[config.mk]
export PLATFORM = sky130hd
export DESIGN_NAME = imu_fifo_frame_parser_calibrator
export DESIGN_NICKNAME = d
export VERILOG_FILES = /design/src/hw/rtl/imu_pkg.sv /design/src/hw/rtl/imu_cfg.sv /design/src/hw/rtl/imu_parse.sv /design/src/hw/rtl/imu_cal.sv /design/src/hw/rtl/imu_fifo_frame_parser_calibrator.sv
export SDC_FILE = /design/constraint.sdc
export NUM_CORES = 2
export LEC_CHECK = 0
export BUFFER_PORTS_ARGS = -buffer_cell sky130_fd_sc_hd__clkbuf_2
export CAP_MARGIN = 20
export CORE_MARGIN = 1.5
export CORE_UTILIZATION = 55
export DETAILED_ROUTE_END_ITERATION = 10
export PLACE_DENSITY = 0.71
export SLEW_MARGIN = 20
export SYNTH_ARGS = -nofsm -noshare
export SYNTH_HDL_FRONTEND = slang
export SYNTH_HIERARCHICAL = 1
export SYNTH_SLANG_ARGS = --single-unit
[constraint.sdc]
create_clock -name clk -period 11.2 [get_ports clk]
set_clock_uncertainty 0.05 [all_clocks]
set_input_delay 1.12 -clock clk [delete_from_list [all_inputs] [get_ports clk]]
set_output_delay 1.12 -clock clk [all_outputs]
set_load 0.03 [all_outputs]
[src/hw/rtl/imu_pkg.sv]
package imu_pkg;

  // Frame headers and batch limit.
  localparam logic [7:0] ACCEL_HEADER = 8'd132;
  localparam logic [7:0] GYRO_HEADER  = 8'd136;
  localparam logic [8:0] MAX_FRAMES   = 9'd256;

  // Number of payload bytes held before the closing byte arrives.
  localparam logic [2:0] HELD_BYTES = 3'd5;

  localparam int DIFF_W = 25;
  localparam int PROD_W = 43;

  localparam logic KIND_ACCEL = 1'b0;
  localparam logic KIND_GYRO  = 1'b1;

  typedef enum logic [2:0] {
    REG_RANGE     = 3'd0,
    REG_AXIS_MODE = 3'd1,
    REG_OFFSET_X  = 3'd2,
    REG_OFFSET_Y  = 3'd3,
    REG_OFFSET_Z  = 3'd4,
    REG_GAIN_X    = 3'd5,
    REG_GAIN_Y    = 3'd6,
    REG_GAIN_Z    = 3'd7
  } reg_idx_t;

  typedef enum logic [1:0] {
    PH_HUNT  = 2'd0,
    PH_ACCEL = 2'd1,
    PH_GYRO  = 2'd2
  } phase_t;

  typedef enum logic [1:0] {
    AX_X = 2'd0,
    AX_Y = 2'd1,
    AX_Z = 2'd2
  } axis_t;

  typedef struct packed {
    logic [1:0]         range_select;
    logic [7:0]         axis_mode;
    logic signed [23:0] offset_x;
    logic signed [23:0] offset_y;
    logic signed [23:0] offset_z;
    logic signed [17:0] gain_x;
    logic signed [17:0] gain_y;
    logic signed [17:0] gain_z;
  } cfg_t;

  typedef struct packed {
    logic [7:0] data_byte;
    logic       batch_start;
    logic [8:0] max_frames;
  } in_item_t;

  typedef struct packed {
    logic        kind;
    logic [7:0]  index;
    logic        three;
    axis_t       x_axis;
    logic [15:0] raw_x;
    logic [15:0] raw_y;
    logic [15:0] raw_z;
  } frame_t;

  typedef struct packed {
    logic                     kind;
    logic [7:0]               index;
    logic                     three;
    axis_t                    x_axis;
    logic signed [DIFF_W-1:0] diff_x;
    logic signed [DIFF_W-1:0] diff_y;
    logic signed [DIFF_W-1:0] diff_z;
  } cal_t;

  typedef struct packed {
    logic               frame_kind;
    logic [7:0]         frame_index;
    logic signed [31:0] value_x;
    logic signed [31:0] value_y;
    logic signed [31:0] value_z;
  } result_t;

endpackage

[src/hw/rtl/imu_cfg.sv]
module imu_cfg (
  input  logic          clk,
  input  logic          rst_n,
  input  logic          wr_en,
  input  logic [2:0]    wr_index,
  input  logic [23:0]   wr_data,
  output imu_pkg::cfg_t cfg_o
);
  import imu_pkg::*;

  cfg_t cfg_r;

  always_ff @(posedge clk) begin
    if (!rst_n) begin
      cfg_r.range_select <= 2'd2;
      cfg_r.axis_mode    <= 8'd85;
      cfg_r.offset_x     <= '0;
      cfg_r.offset_y     <= '0;
      cfg_r.offset_z     <= '0;
      cfg_r.gain_x       <= 18'sd16384;
      cfg_r.gain_y       <= 18'sd16384;
      cfg_r.gain_z       <= 18'sd16384;
    end else if (wr_en) begin
      unique case (reg_idx_t'(wr_index))
        REG_RANGE:     cfg_r.range_select <= wr_data[1:0];
        REG_AXIS_MODE: cfg_r.axis_mode    <= wr_data[7:0];
        REG_OFFSET_X:  cfg_r.offset_x     <= $signed(wr_data);
        REG_OFFSET_Y:  cfg_r.offset_y     <= $signed(wr_data);
        REG_OFFSET_Z:  cfg_r.offset_z     <= $signed(wr_data);
        REG_GAIN_X:    cfg_r.gain_x       <= $signed(wr_data[17:0]);
        REG_GAIN_Y:    cfg_r.gain_y       <= $signed(wr_data[17:0]);
        REG_GAIN_Z:    cfg_r.gain_z       <= $signed(wr_data[17:0]);
        default: ;
      endcase
    end
  end

  assign cfg_o = cfg_r;

endmodule

[src/hw/rtl/imu_parse.sv]
module imu_parse (
  input  logic              clk,
  input  logic              rst_n,
  input  logic              item_valid,
  input  imu_pkg::in_item_t item,
  input  logic              advance,
  input  logic [7:0]        axis_mode,
  output logic              frame_valid,
  output imu_pkg::frame_t   frame
);
  import imu_pkg::*;

  phase_t     phase_r, phase_nxt;
  logic [2:0] count_r, count_nxt;
  logic [8:0] done_r, done_nxt;
  logic [8:0] limit_r, limit_nxt;
  logic [7:0] bytes_r [HELD_BYTES];

  phase_t     phase_eff;
  logic [2:0] count_eff;
  logic [8:0] done_eff;
  logic [8:0] limit_eff;
  logic [8:0] limit_in;
  logic       active;
  logic       store;
  logic       emit;
  logic       step;
  logic       frame_valid_r;
  frame_t     frame_r, frame_nxt;
  axis_t      sel_axis;
  logic [15:0] rx, ry, rz;

  // A batch start clears the parser before its own byte is looked at.
  assign limit_in  = (item.max_frames > MAX_FRAMES) ? MAX_FRAMES : item.max_frames;
  assign phase_eff = item.batch_start ? PH_HUNT : phase_r;
  assign count_eff = item.batch_start ? 3'd0 : count_r;
  assign done_eff  = item.batch_start ? 9'd0 : done_r;
  assign limit_eff = item.batch_start ? limit_in : limit_r;
  assign active    = done_eff < limit_eff;
  assign step      = item_valid && advance;

  // Next state.
  always_comb begin
    phase_nxt = phase_eff;
    count_nxt = count_eff;
    done_nxt  = done_eff;
    limit_nxt = limit_eff;
    store     = 1'b0;
    if (active) begin
      unique case (phase_eff)
        PH_HUNT: begin
          count_nxt = 3'd0;
          if (item.data_byte == ACCEL_HEADER) begin
            phase_nxt = PH_ACCEL;
          end else if (item.data_byte == GYRO_HEADER) begin
            phase_nxt = PH_GYRO;
          end
        end
        PH_ACCEL, PH_GYRO: begin
          if (count_eff < HELD_BYTES) begin
            store     = 1'b1;
            count_nxt = count_eff + 3'd1;
          end else begin
            phase_nxt = PH_HUNT;
            count_nxt = 3'd0;
            if (phase_eff == PH_ACCEL || axis_mode[3]) begin
              done_nxt = done_eff + 9'd1;
            end
          end
        end
        default: begin
          phase_nxt = PH_HUNT;
          count_nxt = 3'd0;
        end
      endcase
    end
  end

  // Outputs: frame assembly on the closing byte.
  always_comb begin
    rx = {bytes_r[1], bytes_r[0]};
    ry = {bytes_r[3], bytes_r[2]};
    rz = {item.data_byte, bytes_r[4]};
    emit = active && (phase_eff == PH_ACCEL || (phase_eff == PH_GYRO && axis_mode[3]))
           && (count_eff >= HELD_BYTES);
    frame_nxt.index = done_eff[7:0];
    frame_nxt.raw_y = ry;
    frame_nxt.raw_z = rz;
    if (phase_eff == PH_ACCEL) begin
      frame_nxt.kind  = KIND_ACCEL;
      frame_nxt.three = axis_mode[0];
      case (axis_mode[2:1])
        2'd0:    sel_axis = AX_X;
        2'd1:    sel_axis = AX_Y;
        default: sel_axis = AX_Z;
      endcase
    end else begin
      frame_nxt.kind  = KIND_GYRO;
      frame_nxt.three = axis_mode[4];
      case (axis_mode[7:5]) inside
        3'd0, 3'd3: sel_axis = AX_X;
        3'd1, 3'd4: sel_axis = AX_Y;
        default:    sel_axis = AX_Z;
      endcase
    end
    if (frame_nxt.three) begin
      sel_axis = AX_X;
    end
    frame_nxt.x_axis = sel_axis;
    case (sel_axis)
      AX_X:    frame_nxt.raw_x = rx;
      AX_Y:    frame_nxt.raw_x = ry;
      default: frame_nxt.raw_x = rz;
    endcase
  end

  always_ff @(posedge clk) begin
    if (!rst_n) begin
      phase_r       <= PH_HUNT;
      count_r       <= 3'd0;
      done_r        <= 9'd0;
      limit_r       <= 9'd0;
      frame_valid_r <= 1'b0;
    end else begin
      if (step) begin
        phase_r <= phase_nxt;
        count_r <= count_nxt;
        done_r  <= done_nxt;
        limit_r <= limit_nxt;
      end
      if (advance) begin
        frame_valid_r <= item_valid && emit;
      end
    end
  end

  always_ff @(posedge clk) begin
    if (step && store) begin
      bytes_r[count_eff] <= item.data_byte;
    end
    if (step && emit) begin
      frame_r <= frame_nxt;
    end
  end

  assign frame_valid = frame_valid_r;
  assign frame       = frame_r;

endmodule

[src/hw/rtl/imu_cal.sv]
module imu_cal (
  input  logic             clk,
  input  logic             rst_n,
  input  imu_pkg::cfg_t    cfg,
  input  logic             frame_valid,
  input  imu_pkg::frame_t  frame,
  input  logic             adv_diff,
  input  logic             adv_out,
  output logic             diff_valid,
  output logic             res_valid,
  output imu_pkg::result_t res
);
  import imu_pkg::*;

  logic    diff_valid_r;
  logic    res_valid_r;
  cal_t    cal_r, cal_nxt;
  result_t res_r, res_nxt;
  logic signed [23:0] off_sel;
  logic signed [17:0] gain_sel;

  // Scale the raw count to Q.16 g and take the offset off.
  function automatic logic signed [DIFF_W-1:0] scale_diff(
    input logic [15:0]        raw,
    input logic signed [23:0] off,
    input logic [1:0]         rng
  );
    logic signed [20:0] scaled;
    scaled = 21'($signed(raw)) <<< ({1'b0, rng} + 3'd2);
    return DIFF_W'(scaled) - DIFF_W'(off);
  endfunction

  // Q.14 gain, round half up. |diff| < 2^24 and |gain| <= 2^17, so the
  // result stays below 2^27 and can never reach the 32-bit limits.
  function automatic logic signed [31:0] apply_gain(
    input logic signed [DIFF_W-1:0] diff,
    input logic signed [17:0]       gain
  );
    logic signed [PROD_W-1:0] prod;
    logic signed [PROD_W:0]   rounded;
    prod    = diff * gain;
    rounded = (PROD_W+1)'(prod) + (PROD_W+1)'(8192);
    return 32'($signed(rounded[PROD_W:14]));
  endfunction

  always_comb begin
    case (frame.x_axis)
      AX_X:    off_sel = cfg.offset_x;
      AX_Y:    off_sel = cfg.offset_y;
      default: off_sel = cfg.offset_z;
    endcase
    cal_nxt.kind   = frame.kind;
    cal_nxt.index  = frame.index;
    cal_nxt.three  = frame.three;
    cal_nxt.x_axis = frame.x_axis;
    if (frame.kind == KIND_GYRO) begin
      cal_nxt.diff_x = DIFF_W'($signed(frame.raw_x));
      cal_nxt.diff_y = DIFF_W'($signed(frame.raw_y));
      cal_nxt.diff_z = DIFF_W'($signed(frame.raw_z));
    end else begin
      cal_nxt.diff_x = scale_diff(frame.raw_x, off_sel, cfg.range_select);
      cal_nxt.diff_y = scale_diff(frame.raw_y, cfg.offset_y, cfg.range_select);
      cal_nxt.diff_z = scale_diff(frame.raw_z, cfg.offset_z, cfg.range_select);
    end
  end

  always_comb begin
    case (cal_r.x_axis)
      AX_X:    gain_sel = cfg.gain_x;
      AX_Y:    gain_sel = cfg.gain_y;
      default: gain_sel = cfg.gain_z;
    endcase
    res_nxt.frame_kind  = cal_r.kind;
    res_nxt.frame_index = cal_r.index;
    if (cal_r.kind == KIND_GYRO) begin
      res_nxt.value_x = 32'(cal_r.diff_x);
      res_nxt.value_y = 32'(cal_r.diff_y);
      res_nxt.value_z = 32'(cal_r.diff_z);
    end else begin
      res_nxt.value_x = apply_gain(cal_r.diff_x, gain_sel);
      res_nxt.value_y = apply_gain(cal_r.diff_y, cfg.gain_y);
      res_nxt.value_z = apply_gain(cal_r.diff_z, cfg.gain_z);
    end
    if (!cal_r.three) begin
      res_nxt.value_y = '0;
      res_nxt.value_z = '0;
    end
  end

  always_ff @(posedge clk) begin
    if (!rst_n) begin
      diff_valid_r <= 1'b0;
      res_valid_r  <= 1'b0;
    end else begin
      if (adv_diff) begin
        diff_valid_r <= frame_valid;
      end
      if (adv_out) begin
        res_valid_r <= diff_valid_r;
      end
    end
  end

  always_ff @(posedge clk) begin
    if (adv_diff && frame_valid) begin
      cal_r <= cal_nxt;
    end
    if (adv_out && diff_valid_r) begin
      res_r <= res_nxt;
    end
  end

  assign diff_valid = diff_valid_r;
  assign res_valid  = res_valid_r;
  assign res        = res_r;

endmodule

[src/hw/rtl/imu_fifo_frame_parser_calibrator.sv]
// IMU FIFO frame parser and accelerometer calibrator. The block takes the
// sensor FIFO stream one byte per beat, at a sustained rate of one byte every
// clock cycle unless the output stalls, and offers a result beat once the byte
// closing a frame has passed the input, frame, offset and output registers.
// It hunts for an accel or gyro header byte, gathers the six little-endian
// payload bytes of the frame and then emits one result (none for a gyro frame
// while gyro is off in axis_mode bit 3, or once the frame limit is reached):
// accel frames are shifted to Q.16 g by the full-scale setting, have the axis
// offset removed and are multiplied by the Q.14 axis gain with round-half-up;
// gyro frames carry their raw counts. Each of the three axis lanes owns one
// 25x18 multiplier, and that multiply is what sets the stage depth. A beat
// with batch start set clears the parser and frame count and loads the frame
// limit (clamped to 256) before its own byte is parsed; nothing is emitted
// before the first batch. Configuration registers may only be written while
// the block holds no item in flight.
module imu_fifo_frame_parser_calibrator (
  input  logic         clk,
  input  logic         rst_n,
  // Byte stream from the sensor FIFO.
  input  logic         in_tvalid,
  output logic         in_tready,
  input  logic [23:0]  in_tdata,   // [7:0] data_byte, [16:8] max_frames, rest zero
  input  logic [0:0]   in_tuser,   // [0] batch_start
  // Calibrated frames.
  output logic         out_tvalid,
  input  logic         out_tready,
  output logic [103:0] out_tdata,  // [7:0] frame_index, [39:8] value_x,
                                   // [71:40] value_y, [103:72] value_z
  output logic [0:0]   out_tuser,  // [0] frame_kind
  // Register writes.
  input  logic         cfg_valid,
  output logic         cfg_ready,
  input  logic [2:0]   cfg_index,
  input  logic [23:0]  cfg_data
);
  import imu_pkg::*;

  cfg_t     cfg;
  in_item_t item_r;
  logic     item_valid_r;
  logic     frame_valid;
  frame_t   frame;
  logic     diff_valid;
  logic     res_valid;
  result_t  res;
  logic     adv_in, adv_frame, adv_diff, adv_out;

  // Register writes are always taken; they are only legal while idle.
  assign cfg_ready = 1'b1;

  imu_cfg u_cfg (
    .clk      (clk),
    .rst_n    (rst_n),
    .wr_en    (cfg_valid),
    .wr_index (cfg_index),
    .wr_data  (cfg_data),
    .cfg_o    (cfg)
  );

  // Each stage moves on when it is empty or when the stage after it moves,
  // so bubbles close up and a waiting result only holds the input back once
  // every stage behind it is full.
  assign adv_out   = !res_valid || out_tready;
  assign adv_diff  = !diff_valid || adv_out;
  assign adv_frame = !frame_valid || adv_diff;
  assign adv_in    = !item_valid_r || adv_frame;
  assign in_tready = adv_in;

  always_ff @(posedge clk) begin
    if (!rst_n) begin
      item_valid_r <= 1'b0;
    end else if (adv_in) begin
      item_valid_r <= in_tvalid;
    end
  end

  // Input register: byte plus batch controls.
  always_ff @(posedge clk) begin
    if (adv_in && in_tvalid) begin
      item_r.data_byte   <= in_tdata[7:0];
      item_r.max_frames  <= in_tdata[16:8];
      item_r.batch_start <= in_tuser[0];
    end
  end

  imu_parse u_parse (
    .clk         (clk),
    .rst_n       (rst_n),
    .item_valid  (item_valid_r),
    .item        (item_r),
    .advance     (adv_frame),
    .axis_mode   (cfg.axis_mode),
    .frame_valid (frame_valid),
    .frame       (frame)
  );

  imu_cal u_cal (
    .clk         (clk),
    .rst_n       (rst_n),
    .cfg         (cfg),
    .frame_valid (frame_valid),
    .frame       (frame),
    .adv_diff    (adv_diff),
    .adv_out     (adv_out),
    .diff_valid  (diff_valid),
    .res_valid   (res_valid),
    .res         (res)
  );

  assign out_tvalid   = res_valid;
  assign out_tdata    = {res.value_z, res.value_y, res.value_x, res.frame_index};
  assign out_tuser[0] = res.frame_kind;

endmodule

==> flow_summary.rst <==
.. list-table::
   :header-rows: 1

   * - Metric
     - Value
   * - Number of clock sinks
     - 467
   * - Worst Setup End Kind
     - flop
   * - Post-route DRC
     - 0
   * - Largest voltage drop on the vdd net
     - 0.1345 mV
   * - Die area
     - 0.1288 mm^2
   * - Achievable clock frequency
     - 120.7 MHz
   * - Number of placement rows
     - 130
   * - Wire length of the first global-routing pass
     - 284400 um
   * - Worst max-slew margin expressed relative to the limit
     - 0.2235
   * - Synth Instances
     - 7281
   * - Max Slew Vio Count
     - 0
   * - Total leakage power
     - 33.04 nW
   * - Antenna Nets Post-Route
     - 0
   * - Post-synth cell types
     - 95
   * - Synth area leader
     - sky130_fd_sc_hd__fa_1
   * - Actual transition at the worst max-transition pin
     - 1.160 ns
   * - Number of storage elements in the synthesis netlist
     - 467
   * - Required @ worst endpoint
     - 11.55 ns
   * - Source-to-sink clock delay at the later pin of the worst-skew pair
     - 0.69 ns
   * - Number of synthesis warnings
     - 6
   * - Dominant cells by area after synthesis
     - sky130_fd_sc_hd__fa_1 38%, sky130_fd_sc_hd__edfxtp_1 13%, sky130_fd_sc_hd__inv_1 7.9%
   * - Vias per inst
     - 5.549
   * - Fin Setup TNS
     - 0 ns
   * - TritonCTS clock tree
     - built
   * - Estimated wirelength of the detail-placed design
     - 133400 um
   * - Tot GR Track Use
     - 0.2793
   * - Post-CTS setup buffers
     - 0
   * - Utilization after layout
     - 0.5865
   * - Width of the chip
     - 358.9 um
   * - Area growth, synth to finish
     - 5.719%
   * - Share of the clock period used by the worst path after layout
     - 0.7396
   * - Post-synth design cell area
     - 0.06966 mm^2
   * - RSZ-0062 raised after global routing
     - false
   * - Kind of critical path
     - reg2reg
   * - Final count of hold timing violations
     - 0
   * - Synth async-reset ratio
     - 0
   * - Synthesized area divided by synthesized cell count
     - 9.567 um^2
   * - Most common library cell in the layout ignoring fill and taps
     - sky130_fd_sc_hd__inv_1
   * - Via count of the first global-routing pass
     - 53010
   * - Commonest cells after routing, fill and taps aside
     - 1475 x sky130_fd_sc_hd__inv_1, 1339 x sky130_fd_sc_hd__fa_1, 1231 x sky130_fd_sc_hd__nand2_1
   * - Final layout net count
     - 8990
   * - Total CTS buffers
     - 58
   * - Arrival time at the worst endpoint
     - 8.63 ns
   * - Area share of the leading cell type in the synthesized netlist
     - 0.3848
   * - Run status
     - completed
   * - Top Ports
     - 165
   * - Tightest hold margin
     - 0.3683 ns
   * - EDFF count, synth
     - 304
   * - Critical Path End
     - u_cal/res[89]
   * - Root Buffer Master
     - sky130_fd_sc_hd__clkbuf_16
   * - Number of endpoints failing setup at the final stage
     - 0
   * - Number of gates resized after cts
     - 0
   * - Routed len/inst
     - 19.65 um
   * - Initial Util
     - 0.5547
   * - Reg-to-reg endpoint
     - u_cal/res[89]
   * - Worst Setup SP
     - u_cal/cal_r[76]
   * - Layout cell share with drive strength beyond 1
     - 0.06259
   * - Class of the tightest hold or removal check
     - reg2reg
   * - PD cells
     - 71.17 mW/mm^2
   * - Total gr overflow
     - 0
   * - Maximum number of pins on one net before global-route repair
     - 93
   * - Depth of the most critical reg-to-reg path
     - 27
   * - Weighted congestion reported at the end of routability-driven placement
     - 0.9409
   * - Highest net fanout along the worst path
     - 24
   * - Clock transition at the registers of the reported paths
     - 0.06 ns
   * - Number of DRC markers after the initial detailed-route iteration
     - 3759
   * - Worst setup slack for register-to-register paths
     - 2.92 ns
   * - H-tree level count
     - 2
   * - Beginning of the worst register-to-register path
     - u_cal/cal_r[76]
   * - Most frequently used flop master after synthesis
     - sky130_fd_sc_hd__edfxtp_1
   * - Maximum capacitance violations
     - 0
   * - Critical Path Source Type
     - flop
   * - Vias
     - 49410
   * - Minimum clock period after layout
     - 8.284 ns
   * - IO buf count
     - 156
   * - Number of diodes added for antenna fixing
     - 0
   * - Number of hold buffers added after cts
     - 0
   * - Sequential-to-total area share from yosys stat
     - 0.1779
   * - Standard cell core area
     - 0.1256 mm^2
   * - Final Routed Wirelength
     - 174900 um
   * - Overall power of the completed layout
     - 5.241 mW
   * - Clk buf depth
     - 3
   * - First-pass iteration count of the detailed router
     - 6
   * - Height of the die
     - 358.9 um
   * - Antenna violations before repair
     - 2
-- Yosys cell counts (6+ instances only) --
| library cell | instances |
|---|---|
| sky130_fd_sc_hd__inv_1 | 1475 |
| sky130_fd_sc_hd__fa_1 | 1339 |
| sky130_fd_sc_hd__nand2_1 | 1231 |
| sky130_fd_sc_hd__ha_1 | 390 |
| sky130_fd_sc_hd__and2_1 | 387 |
| sky130_fd_sc_hd__clkbuf_1 | 324 |
| sky130_fd_sc_hd__edfxtp_1 | 304 |
| sky130_fd_sc_hd__mux2i_1 | 222 |
| sky130_fd_sc_hd__a21oi_1 | 194 |
| sky130_fd_sc_hd__o21ai_0 | 190 |
| sky130_fd_sc_hd__dfxtp_1 | 163 |
| sky130_fd_sc_hd__nor2_1 | 154 |
| sky130_fd_sc_hd__nor2b_1 | 105 |
| sky130_fd_sc_hd__xnor2_1 | 93 |
| sky130_fd_sc_hd__nand2b_1 | 74 |
| sky130_fd_sc_hd__xor2_1 | 57 |
| sky130_fd_sc_hd__a21o_1 | 54 |
| sky130_fd_sc_hd__nand3_1 | 51 |
| sky130_fd_sc_hd__buf_1 | 34 |
| sky130_fd_sc_hd__o21a_1 | 31 |
| sky130_fd_sc_hd__mux4_2 | 25 |
| sky130_fd_sc_hd__and3_1 | 23 |
| sky130_fd_sc_hd__nand4_1 | 22 |
| sky130_fd_sc_hd__nor3_1 | 22 |
| sky130_fd_sc_hd__a211oi_1 | 19 |
| sky130_fd_sc_hd__o31ai_1 | 19 |
| sky130_fd_sc_hd__a22oi_1 | 16 |
| sky130_fd_sc_hd__o21bai_1 | 16 |
| sky130_fd_sc_hd__buf_2 | 14 |
| sky130_fd_sc_hd__a21boi_0 | 12 |
| sky130_fd_sc_hd__buf_4 | 12 |
| sky130_fd_sc_hd__mux2_2 | 12 |
| sky130_fd_sc_hd__a31oi_1 | 11 |
| sky130_fd_sc_hd__o21ai_1 | 11 |
| sky130_fd_sc_hd__or2_2 | 10 |
| sky130_fd_sc_hd__and4_1 | 9 |
| sky130_fd_sc_hd__buf_6 | 8 |
| sky130_fd_sc_hd__a211o_1 | 7 |
| sky130_fd_sc_hd__a311oi_1 | 7 |
| sky130_fd_sc_hd__nand4b_1 | 7 |
| sky130_fd_sc_hd__nor4_1 | 7 |
| sky130_fd_sc_hd__or3_1 | 7 |
| sky130_fd_sc_hd__o2111ai_1 | 6 |
| sky130_fd_sc_hd__o211ai_1 | 6 |
| sky130_fd_sc_hd__o21ai_2 | 6 |
-- cell type report --
cell class	count	area, um^2
clock buffers	71	1551
fillers	10710	51930
well taps	1650	2064
clock inverters	39	357.8
repair buffers	254	1519
flip-flops and latches	467	12400
multi-input cells	4946	50210
inverters	1477	5544
-- how the worst min path moves through the flow --
stage / startpoint / to / slack [ns] / depth (start not counted)
floorplan: u_parse/frame[50] / u_cal/cal_r[77] / 0.35 / 0
global placement: u_parse/frame[57] / u_cal/cal_r[84] / 0.35 / 0
detailed placement: u_parse/frame[56] / u_cal/cal_r[83] / 0.35 / 0
CTS: u_parse/frame[56] / u_cal/cal_r[83] / 0.37 / 0
global route: u_parse/frame[57] / u_cal/cal_r[84] / 0.38 / 0
finish: u_parse/frame[56] / u_cal/cal_r[83] / 0.37 / 0
-- kinds of logic after synthesis --
family / synth area share
and+or+nand+nor: 0.1417
buffers and inverters: 0.1030
adders and majority gates: 0.4549
AOI/OAI and AO/OA: 0.06138
DFF: 0.1779
muxes: 0.04212
xor gates and xnor gates: 0.01886
other: 0.0001616
-- layer usage --
| layer | wire length (um) | GRT usage | vias up | part of all wire |
|---|---|---|---|---|
| met2 | 85380 | 0.4706 | 1830 | 0.49 |
| li1 | - | - | 22070 | - |
| met4 | 6543 | 0.09654 | 0 | 0.037 |
| met1 | 70480 | 0.3718 | 25170 | 0.40 |
| met5 | 0 | 0 | - | 0 |
| met3 | 12520 | 0.03922 | 340 | 0.072 |
-- per-stage QoR --
stage | area [um^2] | setup WS [ns] | cells
3_5_place_dp | 71730 | 2.890 | 8794
6_report | 73640 | 2.916 | 8904
3_3_place_gp | 71730 | 2.966 | 8794
5_1_grt | 73640 | 2.521 | 8904
2_1_floorplan | 69670 | 3.648 | 7284
4_1_cts | 73640 | 2.908 | 8904
-- state kept, by name, indices dropped and copies added (netlist names), 2 cells and up --
signal           count
u_cfg/cfg_o        136
u_cal/res           99
u_cal/cal_r         87
u_parse/frame       60
u_parse/bytes_r     40
item_r              18
u_parse/done_r       9
u_parse/limit_r      9
u_parse/count_r      3
u_parse/phase_r      2
-- critical path: stages, from the launching register on --
cell,delay [ns]
sky130_fd_sc_hd__edfxtp_1,1.03
sky130_fd_sc_hd__buf_4,0.40
sky130_fd_sc_hd__nand2_1,0.08
sky130_fd_sc_hd__o21ai_1,0.09
sky130_fd_sc_hd__buf_4,0.29
sky130_fd_sc_hd__nand2_1,0.12
sky130_fd_sc_hd__fa_1,0.54
sky130_fd_sc_hd__inv_1,0.05
sky130_fd_sc_hd__fa_1,0.49
sky130_fd_sc_hd__fa_1,0.52
sky130_fd_sc_hd__inv_1,0.05
sky130_fd_sc_hd__fa_1,0.50
sky130_fd_sc_hd__inv_1,0.06
sky130_fd_sc_hd__fa_1,0.54
sky130_fd_sc_hd__inv_1,0.06
sky130_fd_sc_hd__fa_1,0.49
sky130_fd_sc_hd__inv_1,0.05
sky130_fd_sc_hd__ha_1,0.34
sky130_fd_sc_hd__nand4_1,0.22
sky130_fd_sc_hd__a2111oi_2,0.41
sky130_fd_sc_hd__o32ai_2,0.22
sky130_fd_sc_hd__a21oi_2,0.35
sky130_fd_sc_hd__o21ai_2,0.14
sky130_fd_sc_hd__a31oi_4,0.28
sky130_fd_sc_hd__a41oi_4,0.20
sky130_fd_sc_hd__and2b_1,0.21
sky130_fd_sc_hd__xnor2_1,0.11
sky130_fd_sc_hd__o21ai_0,0.09
-- report_power, final --
part           leakage, nW  switching [mW]  internal (mW)  total [mW]
Combinational         28.0           0.863          0.606        1.47
Sequential            4.08          0.0225           1.84        1.86
Clock                0.916           0.863           1.05        1.91
Power figures use the tool's default switching activity.
